**src/rtl/pbu_pkg.sv**
```systemverilog
// Shared types, constants and divide helper for the pixel blend unit.
package pbu_pkg;

   localparam int unsigned ChanW   = 8;
   localparam int unsigned NumChan = 3;
   localparam int unsigned PixelW  = 32;

   localparam logic [ChanW-1:0]         ChanMax          = 8'd255;
   localparam logic [NumChan*ChanW-1:0] RgbMask          = 24'hffffff;
   localparam logic [ChanW-1:0]         GlobalAlphaReset = 8'd255;

   typedef enum logic [2:0] {
      MODE_COPY,
      MODE_NORMAL,
      MODE_SRC_ALPHA,
      MODE_COLORKEY,
      MODE_ADD,
      MODE_MULTIPLY,
      MODE_FILL,
      MODE_UNUSED
   } blend_mode_type;

   typedef enum logic [1:0] {
      CSR_BLEND_MODE,
      CSR_GLOBAL_ALPHA,
      CSR_COLOR_KEY,
      CSR_FILL_COLOR
   } csr_index_type;

   typedef logic [NumChan-1:0][ChanW-1:0] rgb_type;

   typedef struct packed {
      logic              valid;
      blend_mode_type    mode;
      logic              row_end;
      logic              key_hit;
      logic              white;
      logic [PixelW-1:0] dest;
      logic [PixelW-1:0] src;
      logic [ChanW-1:0]  alpha;
      rgb_type           quot;
   } prep_type;

   // floor(x / 255), exact for x up to 255 * 255
   function automatic logic [ChanW-1:0] div255(input logic [2*ChanW-1:0] x);
      logic [2*ChanW:0] t;
      t = {1'b0, x} + (2*ChanW+1)'(x[2*ChanW-1:ChanW]) + (2*ChanW+1)'(1);
      return t[2*ChanW-1:ChanW];
   endfunction

endpackage

```
**src/rtl/pixel_blend_unit.sv**
```systemverilog
// Top level of the ARGB8888 pixel blend unit: control registers and the four-stage pipeline.
//
// Usage:
//   Request: drive req_dest_pixel, req_source_pixel and req_row_end with start high.
//   The word is taken at a rising edge where start is high and busy is low.
//   busy is high only during reset, so one word can be taken every cycle.
//   Response: rsp_strobe is high for one cycle with rsp_blended_pixel and
//   rsp_row_end_out; the receiver must take it in that cycle, there is no stall.
//   Result path: a taken word passes the registers for products, divide/alpha,
//   blend products and final divide/select, in that order.
//   Throughput: one word per cycle, set by the fully pipelined multipliers.
//   Words come out in the order they went in.
//   Control registers: write csr_wdata to register csr_index when csr_write_enable
//   is high (0 blend_mode, 1 global_alpha, 2 color_key, 3 fill_color). Write them
//   only while no word is in flight.
//   Reset: synchronous; clears the pipeline, sets blend_mode to copy,
//   global_alpha to 255 and the color registers to zero.
module pixel_blend_unit (
   input  logic                         clock,
   input  logic                         reset,
   input  logic                         start,
   output logic                         busy,
   input  logic [pbu_pkg::PixelW-1:0]   req_dest_pixel,
   input  logic [pbu_pkg::PixelW-1:0]   req_source_pixel,
   input  logic                         req_row_end,
   output logic                         rsp_strobe,
   output logic [pbu_pkg::PixelW-1:0]   rsp_blended_pixel,
   output logic                         rsp_row_end_out,
   input  logic                         csr_write_enable,
   input  logic [1:0]                   csr_index,
   input  logic [pbu_pkg::PixelW-1:0]   csr_wdata
);
   import pbu_pkg::*;

   blend_mode_type       mode_ff;
   logic [ChanW-1:0]     global_alpha_ff;
   logic [PixelW-1:0]    color_key_ff;
   logic [PixelW-1:0]    fill_color_ff;

   logic                 accept;
   prep_type             prep;

   always_ff @(posedge clock) begin
      if (reset) begin
         mode_ff         <= MODE_COPY;
         global_alpha_ff <= GlobalAlphaReset;
         color_key_ff    <= '0;
         fill_color_ff   <= '0;
      end else if (csr_write_enable) begin
         unique case (csr_index_type'(csr_index))
            CSR_BLEND_MODE:   mode_ff         <= blend_mode_type'(csr_wdata[2:0]);
            CSR_GLOBAL_ALPHA: global_alpha_ff <= csr_wdata[ChanW-1:0];
            CSR_COLOR_KEY:    color_key_ff    <= csr_wdata;
            CSR_FILL_COLOR:   fill_color_ff   <= csr_wdata;
            default:          mode_ff         <= mode_ff;
         endcase
      end
   end

   assign busy   = reset;
   assign accept = start & ~busy;

   pbu_prep u_prep (
      .clock        (clock),
      .reset        (reset),
      .accept       (accept),
      .dest_pixel   (req_dest_pixel),
      .source_pixel (req_source_pixel),
      .row_end      (req_row_end),
      .mode         (mode_ff),
      .global_alpha (global_alpha_ff),
      .color_key    (color_key_ff),
      .fill_color   (fill_color_ff),
      .prep_out     (prep)
   );

   pbu_mix u_mix (
      .clock       (clock),
      .reset       (reset),
      .prep_in     (prep),
      .out_valid   (rsp_strobe),
      .out_pixel   (rsp_blended_pixel),
      .out_row_end (rsp_row_end_out)
   );

endmodule

```
**src/rtl/pbu_prep.sv**
```systemverilog
// Front stages: source select, alpha and per-channel scale products, then divide by 255.
module pbu_prep (
   input  logic                         clock,
   input  logic                         reset,
   input  logic                         accept,
   input  logic [pbu_pkg::PixelW-1:0]   dest_pixel,
   input  logic [pbu_pkg::PixelW-1:0]   source_pixel,
   input  logic                         row_end,
   input  pbu_pkg::blend_mode_type      mode,
   input  logic [pbu_pkg::ChanW-1:0]    global_alpha,
   input  logic [pbu_pkg::PixelW-1:0]   color_key,
   input  logic [pbu_pkg::PixelW-1:0]   fill_color,
   output pbu_pkg::prep_type            prep_out
);
   import pbu_pkg::*;

   logic                  a_valid_ff;
   blend_mode_type        a_mode_ff;
   logic                  a_row_end_ff;
   logic                  a_key_hit_ff;
   logic                  a_white_ff;
   logic [PixelW-1:0]     a_dest_ff;
   logic [PixelW-1:0]     a_src_ff;
   logic [ChanW-1:0]      a_ga_ff;
   logic [2*ChanW-1:0]    a_pa_ff;
   logic [NumChan-1:0][2*ChanW-1:0] a_prod_ff;

   logic [PixelW-1:0]     src_sel_in;
   logic [2*ChanW-1:0]    a_pa_in;
   logic [NumChan-1:0][2*ChanW-1:0] a_prod_in;

   prep_type              b_ff;
   prep_type              b_in;

   assign src_sel_in = (mode == MODE_FILL) ? fill_color : source_pixel;
   assign a_pa_in    = source_pixel[PixelW-1 -: ChanW] * global_alpha;

   for (genvar ch = 0; ch < NumChan; ch++) begin : g_prod
      logic [ChanW-1:0] sc;
      assign sc = src_sel_in[ch*ChanW +: ChanW];
      // multiply mode scales the distance from white
      assign a_prod_in[ch] = ((mode == MODE_MULTIPLY) ? (ChanMax - sc) : sc) * global_alpha;
   end

   always_ff @(posedge clock) begin
      if (reset) begin
         a_valid_ff <= 1'b0;
      end else begin
         a_valid_ff <= accept;
      end
      a_mode_ff    <= mode;
      a_row_end_ff <= row_end;
      a_key_hit_ff <= (source_pixel == color_key);
      a_white_ff   <= (source_pixel[NumChan*ChanW-1:0] == RgbMask);
      a_dest_ff    <= dest_pixel;
      a_src_ff     <= src_sel_in;
      a_ga_ff      <= global_alpha;
      a_pa_ff      <= a_pa_in;
      a_prod_ff    <= a_prod_in;
   end

   always_comb begin
      b_in.valid   = a_valid_ff;
      b_in.mode    = a_mode_ff;
      b_in.row_end = a_row_end_ff;
      b_in.key_hit = a_key_hit_ff;
      b_in.white   = a_white_ff;
      b_in.dest    = a_dest_ff;
      b_in.src     = a_src_ff;
      unique case (a_mode_ff)
         MODE_COPY:      b_in.alpha = ChanMax;
         MODE_SRC_ALPHA: b_in.alpha = div255(a_pa_ff);
         default:        b_in.alpha = a_ga_ff;
      endcase
      for (int ch = 0; ch < NumChan; ch++) begin
         b_in.quot[ch] = div255(a_prod_ff[ch]);
      end
   end

   always_ff @(posedge clock) begin
      if (reset) begin
         b_ff.valid <= 1'b0;
      end else begin
         b_ff <= b_in;
      end
   end

   assign prep_out = b_ff;

endmodule

```
**src/rtl/pbu_mix.sv**
```systemverilog
// Back stages: per-channel blend products, divide by 255, final pixel select.
module pbu_mix (
   input  logic                         clock,
   input  logic                         reset,
   input  pbu_pkg::prep_type            prep_in,
   output logic                         out_valid,
   output logic [pbu_pkg::PixelW-1:0]   out_pixel,
   output logic                         out_row_end
);
   import pbu_pkg::*;

   logic                  c_valid_ff;
   blend_mode_type        c_mode_ff;
   logic                  c_row_end_ff;
   logic                  c_key_hit_ff;
   logic                  c_white_ff;
   logic [PixelW-1:0]     c_dest_ff;
   logic [PixelW-1:0]     c_src_ff;
   logic [NumChan-1:0][2*ChanW-1:0] c_mag_ff;
   logic [NumChan-1:0][2*ChanW-1:0] c_mag_in;
   logic [NumChan-1:0]    c_neg_ff;
   logic [NumChan-1:0]    c_neg_in;
   rgb_type               c_sat_ff;
   rgb_type               c_sat_in;

   rgb_type               lerp_rgb;
   rgb_type               mul_rgb;

   logic                  out_valid_ff;
   logic [PixelW-1:0]     out_pixel_ff;
   logic [PixelW-1:0]     out_pixel_in;
   logic                  out_row_end_ff;

   for (genvar ch = 0; ch < NumChan; ch++) begin : g_chan
      logic [ChanW-1:0] dc;
      logic [ChanW-1:0] sc;
      logic [ChanW-1:0] qc;
      logic [ChanW:0]   sum;
      logic [ChanW-1:0] q_out;
      logic [ChanW-1:0] dc_out;

      assign dc  = prep_in.dest[ch*ChanW +: ChanW];
      assign sc  = prep_in.src[ch*ChanW +: ChanW];
      assign qc  = prep_in.quot[ch];
      assign sum = {1'b0, dc} + {1'b0, qc};

      always_comb begin
         c_neg_in[ch] = 1'b0;
         c_sat_in[ch] = sum[ChanW] ? ChanMax : sum[ChanW-1:0];
         if (prep_in.mode == MODE_MULTIPLY) begin
            c_mag_in[ch] = dc * (ChanMax - qc);
         end else if (sc >= dc) begin
            c_mag_in[ch] = (sc - dc) * prep_in.alpha;
         end else begin
            c_mag_in[ch] = (dc - sc) * prep_in.alpha;
            c_neg_in[ch] = 1'b1;
         end
      end

      // magnitude divide gives truncation toward zero
      assign q_out  = div255(c_mag_ff[ch]);
      assign dc_out = c_dest_ff[ch*ChanW +: ChanW];
      assign lerp_rgb[ch] = c_neg_ff[ch] ? (dc_out - q_out) : (dc_out + q_out);
      assign mul_rgb[ch]  = q_out;
   end

   always_ff @(posedge clock) begin
      if (reset) begin
         c_valid_ff <= 1'b0;
      end else begin
         c_valid_ff <= prep_in.valid;
      end
      c_mode_ff    <= prep_in.mode;
      c_row_end_ff <= prep_in.row_end;
      c_key_hit_ff <= prep_in.key_hit;
      c_white_ff   <= prep_in.white;
      c_dest_ff    <= prep_in.dest;
      c_src_ff     <= prep_in.src;
      c_mag_ff     <= c_mag_in;
      c_neg_ff     <= c_neg_in;
      c_sat_ff     <= c_sat_in;
   end

   always_comb begin
      unique case (c_mode_ff) inside
         MODE_COPY, MODE_NORMAL, MODE_SRC_ALPHA, MODE_FILL: begin
            out_pixel_in = {c_dest_ff[PixelW-1 -: ChanW], lerp_rgb};
         end
         MODE_COLORKEY: begin
            out_pixel_in = c_key_hit_ff ? c_dest_ff : c_src_ff;
         end
         MODE_ADD: begin
            out_pixel_in = {c_dest_ff[PixelW-1 -: ChanW], c_sat_ff};
         end
         MODE_MULTIPLY: begin
            out_pixel_in = c_white_ff ? c_dest_ff : {c_dest_ff[PixelW-1 -: ChanW], mul_rgb};
         end
         default: begin
            out_pixel_in = c_dest_ff;
         end
      endcase
   end

   always_ff @(posedge clock) begin
      if (reset) begin
         out_valid_ff <= 1'b0;
      end else begin
         out_valid_ff <= c_valid_ff;
      end
      out_pixel_ff   <= out_pixel_in;
      out_row_end_ff <= c_row_end_ff;
   end

   assign out_valid   = out_valid_ff;
   assign out_pixel   = out_pixel_ff;
   assign out_row_end = out_row_end_ff;

endmodule

```
**config.mk**
```make
export PLATFORM = sky130hd
export DESIGN_NAME = pixel_blend_unit
export DESIGN_NICKNAME = d
export VERILOG_FILES = /design/src/rtl/pbu_pkg.sv /design/src/rtl/pixel_blend_unit.sv /design/src/rtl/pbu_prep.sv /design/src/rtl/pbu_mix.sv
export SDC_FILE = /design/constraint.sdc
export NUM_CORES = 2
export LEC_CHECK = 0
export BUFFER_PORTS_ARGS = -buffer_cell sky130_fd_sc_hd__buf_4
export CORE_MARGIN = 2
export CORE_UTILIZATION = 65
export DETAILED_ROUTE_END_ITERATION = 12
export GPL_TIMING_DRIVEN = 0
export PLACE_DENSITY = 0.83
export SYNTH_ARGS = -nofsm -noshare
export SYNTH_HDL_FRONTEND = slang
export SYNTH_SLANG_ARGS = --single-unit
```
**constraint.sdc**
```tcl
create_clock -name clock -period 6.8 [get_ports clock]
set_clock_uncertainty 0.15 [all_clocks]
set_input_delay 1.7 -clock clock [delete_from_list [all_inputs] [get_ports clock]]
set_output_delay 1.7 -clock clock [all_outputs]
set_load 0.05 [all_outputs]
```
; ---- Word-level counts from Yosys, hierarchy flattened
; Cells that the tools add are included.
[op_classes]
bitwise = 2
multipliers = 13
eq_ne = 15
n_reduce_logical = 8
add_sub_neg = 35
order_cmp = 3
n_mux = 20
[op_table]
columns = cell, count
row1 = multiplier 16 x 8 -> 16 bit, 9
row2 = two-way mux 16 bit, 9
row3 = case mux 32 bit (4 select lines), 1
row4 = adder 16 x 1 -> 16 bit (second input constant), 7
row5 = adder 16 x 8 -> 16 bit, 7
row6 = two-way mux 32 bit, 2
row7 = subtractor 8 x 8 -> 9 bit, 6
row8 = subtractor 8 x 8 -> 9 bit (first input constant), 6
row9 = multiplier 8 x 16 -> 16 bit, 3
row10 = equality test 32 bit, 1
row11 = adder 8 x 8 -> 9 bit, 3
row12 = adder 8 bit, 3
row13 = equality test 24 bit (second input constant), 1
row14 = >= comparator 8 bit, 3
row15 = two-way mux 24 bit, 1
row16 = two-way mux 8 bit, 3
row17 = subtractor 8 bit, 3
row18 = equality test 3 bit (second input constant), 6
row19 = multiplier 8 x 8 -> 16 bit, 1
row20 = case mux 8 bit (2 select lines), 1
row21 = equality test 3 x 2 -> 1 bit (second input constant), 3
row22 = AND reduction 2 bit, 4
row23 = logical NOT 3 bit, 2
row24 = equality test 2 bit (second input constant), 2
row25 = 7 further kinds, 9
[word_totals]
regBits = 501
output_inout_bits = 35
wordCells = 140
input_bits = 103

; ---- Depth between registers and ports, before layout
[depth]
word_depth = 5
mapped_depth = 27
mapped_depth_nobuf = 27

; ---- By module
; Synthesis repeated with hierarchy kept, for this count alone.
[unflattened]
cells_unflattened = 5860
area_unflattened_um2 = 53466.3
[by_module_without_submodules]
columns = module, n_inst, seq_area_each_um2, area_per_inst_um2, cells_each
row1 = pbu_mix, 1, 3603.5, 33274.4, 3976
row2 = pbu_prep, 1, 5945.7, 17090.1, 1591
row3 = pixel_blend_unit, 1, 1501.4, 3101.7, 293

; ---- Worst setup path after synthesis
; No wires, ideal clock.
[synth_path]
kind = input -> register
start = input port req_source_pixel[5] (netlist bit)
end = register u_prep.a_prod_ff[14] (netlist bit)
path_buffers = 0
required_ns = 6.578
stages = 17
t_arrival_ns = 6.180
slack_ns = 0.398
setup_ns = 0.072
cell_sequence = mux2_2 xnor2_1 nand2_1 fa_1 fa_1 inv_1 fa_1 inv_1 fa_1 inv_1 ha_1 or3_1 a41oi_1 nor2b_1 o21a_1 o41ai_1 xnor2_1
[synth_rtl]
columns = element, line
row1 = start: declaration, pixel_blend_unit.sv:24  ; input logic [pbu_pkg::PixelW-1:0] req_source_pixel,
row2 = end signal: assignment, pbu_prep.sv:59  ; a_prod_ff <= a_prod_in;
row3 = end: declaration, pbu_prep.sv:26  ; logic [NumChan-1:0][2*ChanW-1:0] a_prod_ff;

==> results.py <==
metrics = {
    "timing": {
        "fin_crit_sh": 0.987,
        "max_freq_mhz": 149,
        "fin_crit_ns": 6.71,
        "slew_headroom": 0.0336,
        "rsz0062_at_grt": "yes",
        "setup_tns_ns": 0,
        "setup_viol": 0,
        "tightest_slew_ns": 1.44,
        "slew_viol_final": 0,
        "holdWs_ns": 0.192,
        "hold_viol_final": 0,
    },
    "yosys": {
        "avgSynthCellArea_um2": 9.09,
        "synthFlopType": "dfxtp_1",
        "yosysWarnings": 0,
        "synth.ff_latch_count": 501,
        "synth_edf_count": 102,
        "syn_nets": 6944,
        "synth-seq-area-share": 0.214,
        "syn_area_mm2": 0.0515,
        "async_reset_ff_frac": 0,
        "ys_types": 89,
        "synthCells": 5670,
    },
    "finish": {
        "drive_above_1_share": 0.0811,
        "fill_cells": 5766,
        "nNetsFinal": 7175,
        "seq_area_mm2": 0.0111,
        "multi_input_area_mm2": 0.0369,
        "area.growth.synth_to_final_pct": 9.97,
        "final_area_mm2": 0.0567,
    },
    "grt": {
        "antenna_found_initial": 3,
        "overflow": 0,
        "grt_pass1_wl_mm": 223,
        "grt_pass1_vias": 41400,
        "grt_use_total": 0.350,
        "grt_max_degree": 102,
    },
    "critical_path": {
        "timing.rr.start": "u_prep.prep_out[81]$_DFFE_PN_",
        "critPathMaxFanout": 8,
        "end_kind": "flip-flop",
        "cp.arrival_ns": 7.07,
        "reg2reg_to": "u_mix.c_mag_ff[47]$_DFF_P_",
        "cpMaxStageDelayCell": "xor2_1",
        "critical_path.max_stage_delay_ns": 0.70,
        "required_ns": 7.16,
        "crit_chain": "buf_6 > ha_1 > a21o_1 > a21o_1 > xor2_1 > and2_1 > fa_1 > fa_1 > fa_1 > inv_1 > fa_1 > inv_1 > ha_2 > or3_1 > o211a_1 > o21a_1 > o21a_1 > o41ai_4 > xnor2_1 > a211o_1",
        "startpoint_type": "flip-flop",
        "crit_type": "reg -> reg",
        "worstSetupStartpoint": "u_prep.prep_out[81]$_DFFE_PN_",
        "rr_worst_depth": 20,
        "endpoint": "u_mix.c_mag_ff[47]$_DFF_P_",
        "r2r_slack_ns": 0.09,
        "path_common_cell": "fa_1",
    },
    "routing": {
        "dr.pass1.iters": 6,
        "final_antenna_net_count": 0,
        "wirelength_mm": 144,
        "wl_per_cell_um": 20.6,
        "drc": 0,
        "drt_iter0_markers": 3343,
        "num_vias": 40600,
        "viasPerCell": 5.81,
    },
    "clock_tree": {
        "path_clk_slew_ns": 0.07,
        "cts-buffers-inserted": 48,
        "clk_latency_ns": 0.63,
        "cts_buffer_depth": 3,
        "htreeDepth": 2,
        "clkSinkCount": 501,
        "cts_tree": "done",
        "root_buffer": "clkbuf_16",
    },
    "floorplan": {
        "coreArea_mm2": 0.0787,
        "die_h_um": 286,
        "ios": 138,
        "rows": 103,
        "initial_core_util": 0.654,
        "die_w_um": 286,
        "die_area_mm2": 0.0815,
    },
    "run_status": {
        "status": "complete, no violations",
    },
    "placed_design": {
        "place_area_mm2": 0.0538,
        "io_buffers": 128,
        "place_hpwl_mm": 114,
        "gp_congestion": 0.967,
    },
    "hold_path": {
        "min_path_type": "reg -> reg",
    },
    "run": {
        "drv_cap": 0,
    },
}
[metrics by stage]
step | util | instances | setup WS (ns)
finish | 0.720 | 6993 | 0.0875
floorplan | - | 5670 | 0.398
global route | 0.720 | 6991 | -0.153
detailed placement | 0.684 | 6849 | -0.675
global placement | 0.683 | 6848 | -0.590
CTS | 0.708 | 6956 | 0.000246
[cells in the mapped netlist, types with 11 or more instances]
cell      instances  area share
o21bai_1         27      0.0039
nand2_1         597       0.043
or3_1            20      0.0024
xnor2_1         235       0.040
and2_1          415       0.050
o211ai_1         14      0.0020
o31ai_1          13      0.0019
o21a_1           63      0.0092
edfxtp_1        102       0.059
inv_1           983       0.072
nand2b_1         33      0.0040
o31a_1           11      0.0019
a221oi_1         14      0.0024
a211oi_1         35      0.0051
o41ai_1          21      0.0036
fa_1            606        0.24
mux2_2           46       0.010
nor2_1          333       0.024
nor2b_1          53      0.0064
clkbuf_1        143       0.010
dfxtp_1         399        0.16
nor4_1           15      0.0018
xor2_1          111       0.019
a21oi_1         234       0.023
nor3_1           75      0.0073
mux2i_1          40      0.0078
a21o_1           42      0.0061
a31oi_1          25      0.0030
nand4_1          20      0.0024
and3_1           26      0.0032
o21ai_0         126       0.012
buf_2            12      0.0012
nand3_1          56      0.0054
ha_1            565        0.14
[layout make-up]
cell class	count	area share
Clock inverter	28	0.00532
Inverter	984	0.0653
Antenna cell	2	0.0000883
Timing Repair Buffer	188	0.0257
Multi-Input combinational cell	4019	0.651
Buffer	159	0.0116
Tap cell	1050	0.0232
Sequential cell	501	0.195
Clock buffer	62	0.0228
[layout by cell type, fill, tap and decap left out, types with 12 or more instances in the layout]
| master | synthesis | layout |
|---|---|---|
| mux2i_1 | 40 | 40 |
| o21ai_0 | 126 | 122 |
| xor2_1 | 111 | 108 |
| a211oi_1 | 35 | 31 |
| nor4_1 | 15 | 15 |
| dfxtp_1 | 399 | 399 |
| nand2b_1 | 33 | 33 |
| and2_1 | 415 | 407 |
| nand2_1 | 597 | 594 |
| buf_4 | 2 | 184 |
| a221oi_1 | 14 | 14 |
| clkbuf_1 | 143 | 143 |
| clkbuf_16 | 0 | 48 |
| o21bai_1 | 27 | 26 |
| nor2_1 | 333 | 329 |
| o211ai_1 | 14 | 14 |
| nor2b_1 | 53 | 53 |
| inv_1 | 983 | 979 |
| xnor2_2 | 0 | 24 |
| o31ai_1 | 13 | 13 |
| nand3_1 | 56 | 56 |
| a21o_1 | 42 | 42 |
| a21oi_1 | 234 | 214 |
| and3_1 | 26 | 26 |
| or3_1 | 20 | 20 |
| ha_1 | 565 | 556 |
| buf_2 | 12 | 12 |
| a21oi_2 | 3 | 17 |
| a31oi_1 | 25 | 22 |
| o21a_1 | 63 | 63 |
| nor3_1 | 75 | 71 |
| xnor2_1 | 235 | 204 |
| mux2_2 | 46 | 46 |
| edfxtp_1 | 102 | 102 |
| fa_1 | 606 | 601 |
| o41ai_1 | 21 | 13 |
| nand4_1 | 20 | 20 |
[state kept, by name, summed over array words and instances, names as in the netlist, 8 cells and up]
signal,cells
u_prep.a_ga_ff,8
u_prep.a_pa_ff,16
global_alpha_ff,8
u_mix.c_sat_ff,24
u_mix.c_dest_ff,32
fill_color_ff,32
color_key_ff,32
u_mix.out_pixel,32
u_prep.a_dest_ff,32
u_mix.c_mag_ff,48
u_prep.a_prod_ff,48
u_prep.a_src_ff,32
u_prep.prep_out,103
u_mix.c_src_ff,32
[how the worst min path moves through the flow]
| stage | start | end | cells after the start |
|---|---|---|---|
| finish | u_prep.prep_out[58]$_DFFE_PN_ | u_mix.c_src_ff[26]$_DFF_P_ | 0 |
| global route | u_prep.prep_out[57]$_DFFE_PN_ | u_mix.c_src_ff[25]$_DFF_P_ | 0 |
| floorplan | u_mix.c_row_end_ff$_DFF_P_ | u_mix.out_row_end$_DFF_P_ | 0 |
| detailed placement | u_prep.prep_out[62]$_DFFE_PN_ | u_mix.c_src_ff[30]$_DFF_P_ | 0 |
| CTS | u_prep.prep_out[62]$_DFFE_PN_ | u_mix.c_src_ff[30]$_DFF_P_ | 0 |
| global placement | u_mix.c_row_end_ff$_DFF_P_ | u_mix.out_row_end$_DFF_P_ | 0 |
[cell families (layout without fill, tap and decap cells)]
family	count (synthesis)	count (layout)	synth area share
AND/OR/NAND/NOR	1684	1684	0.157
adder cells (fa/ha/maj)	1171	1171	0.373
buffers and inverters	1150	1421	0.0848
AO/OA/AOI/OAI	732	732	0.0940
flip-flops	501	501	0.214
XOR/XNOR	346	346	0.0588
multiplexers	86	86	0.0178
other	0	2	0
[timing repair]
action / CTS / global route
hold endpoints to repair: 0 / 0
setup buffers: 17 / 42
hold buffers: 0 / 0
resized for setup: 35 / 117
pin swaps: 5 / 46
endpoints found under the setup margin: 19 / 26
[worst max-delay path: cells and delay by family, from the launching register on]
family                   cells  cell delay, ns
AO/OA/AOI/OAI                7            1.69
XOR/XNOR                     2            0.84
adder cells (fa/ha/maj)      6            2.49
buffers and inverters        3            0.28
flip-flops                   1            0.53
AND/OR/NAND/NOR              2            0.63
[routing by layer]
layer	wire length [um]	global-route usage
met5	30	0
met3	11900	0.0525
met4	10200	0.209
met2	67000	0.574
met1	54700	0.441
Power is left out: the tool's default activity adds up to more than one toggle a clock period on the data nets, which glitch-free logic cannot reach.
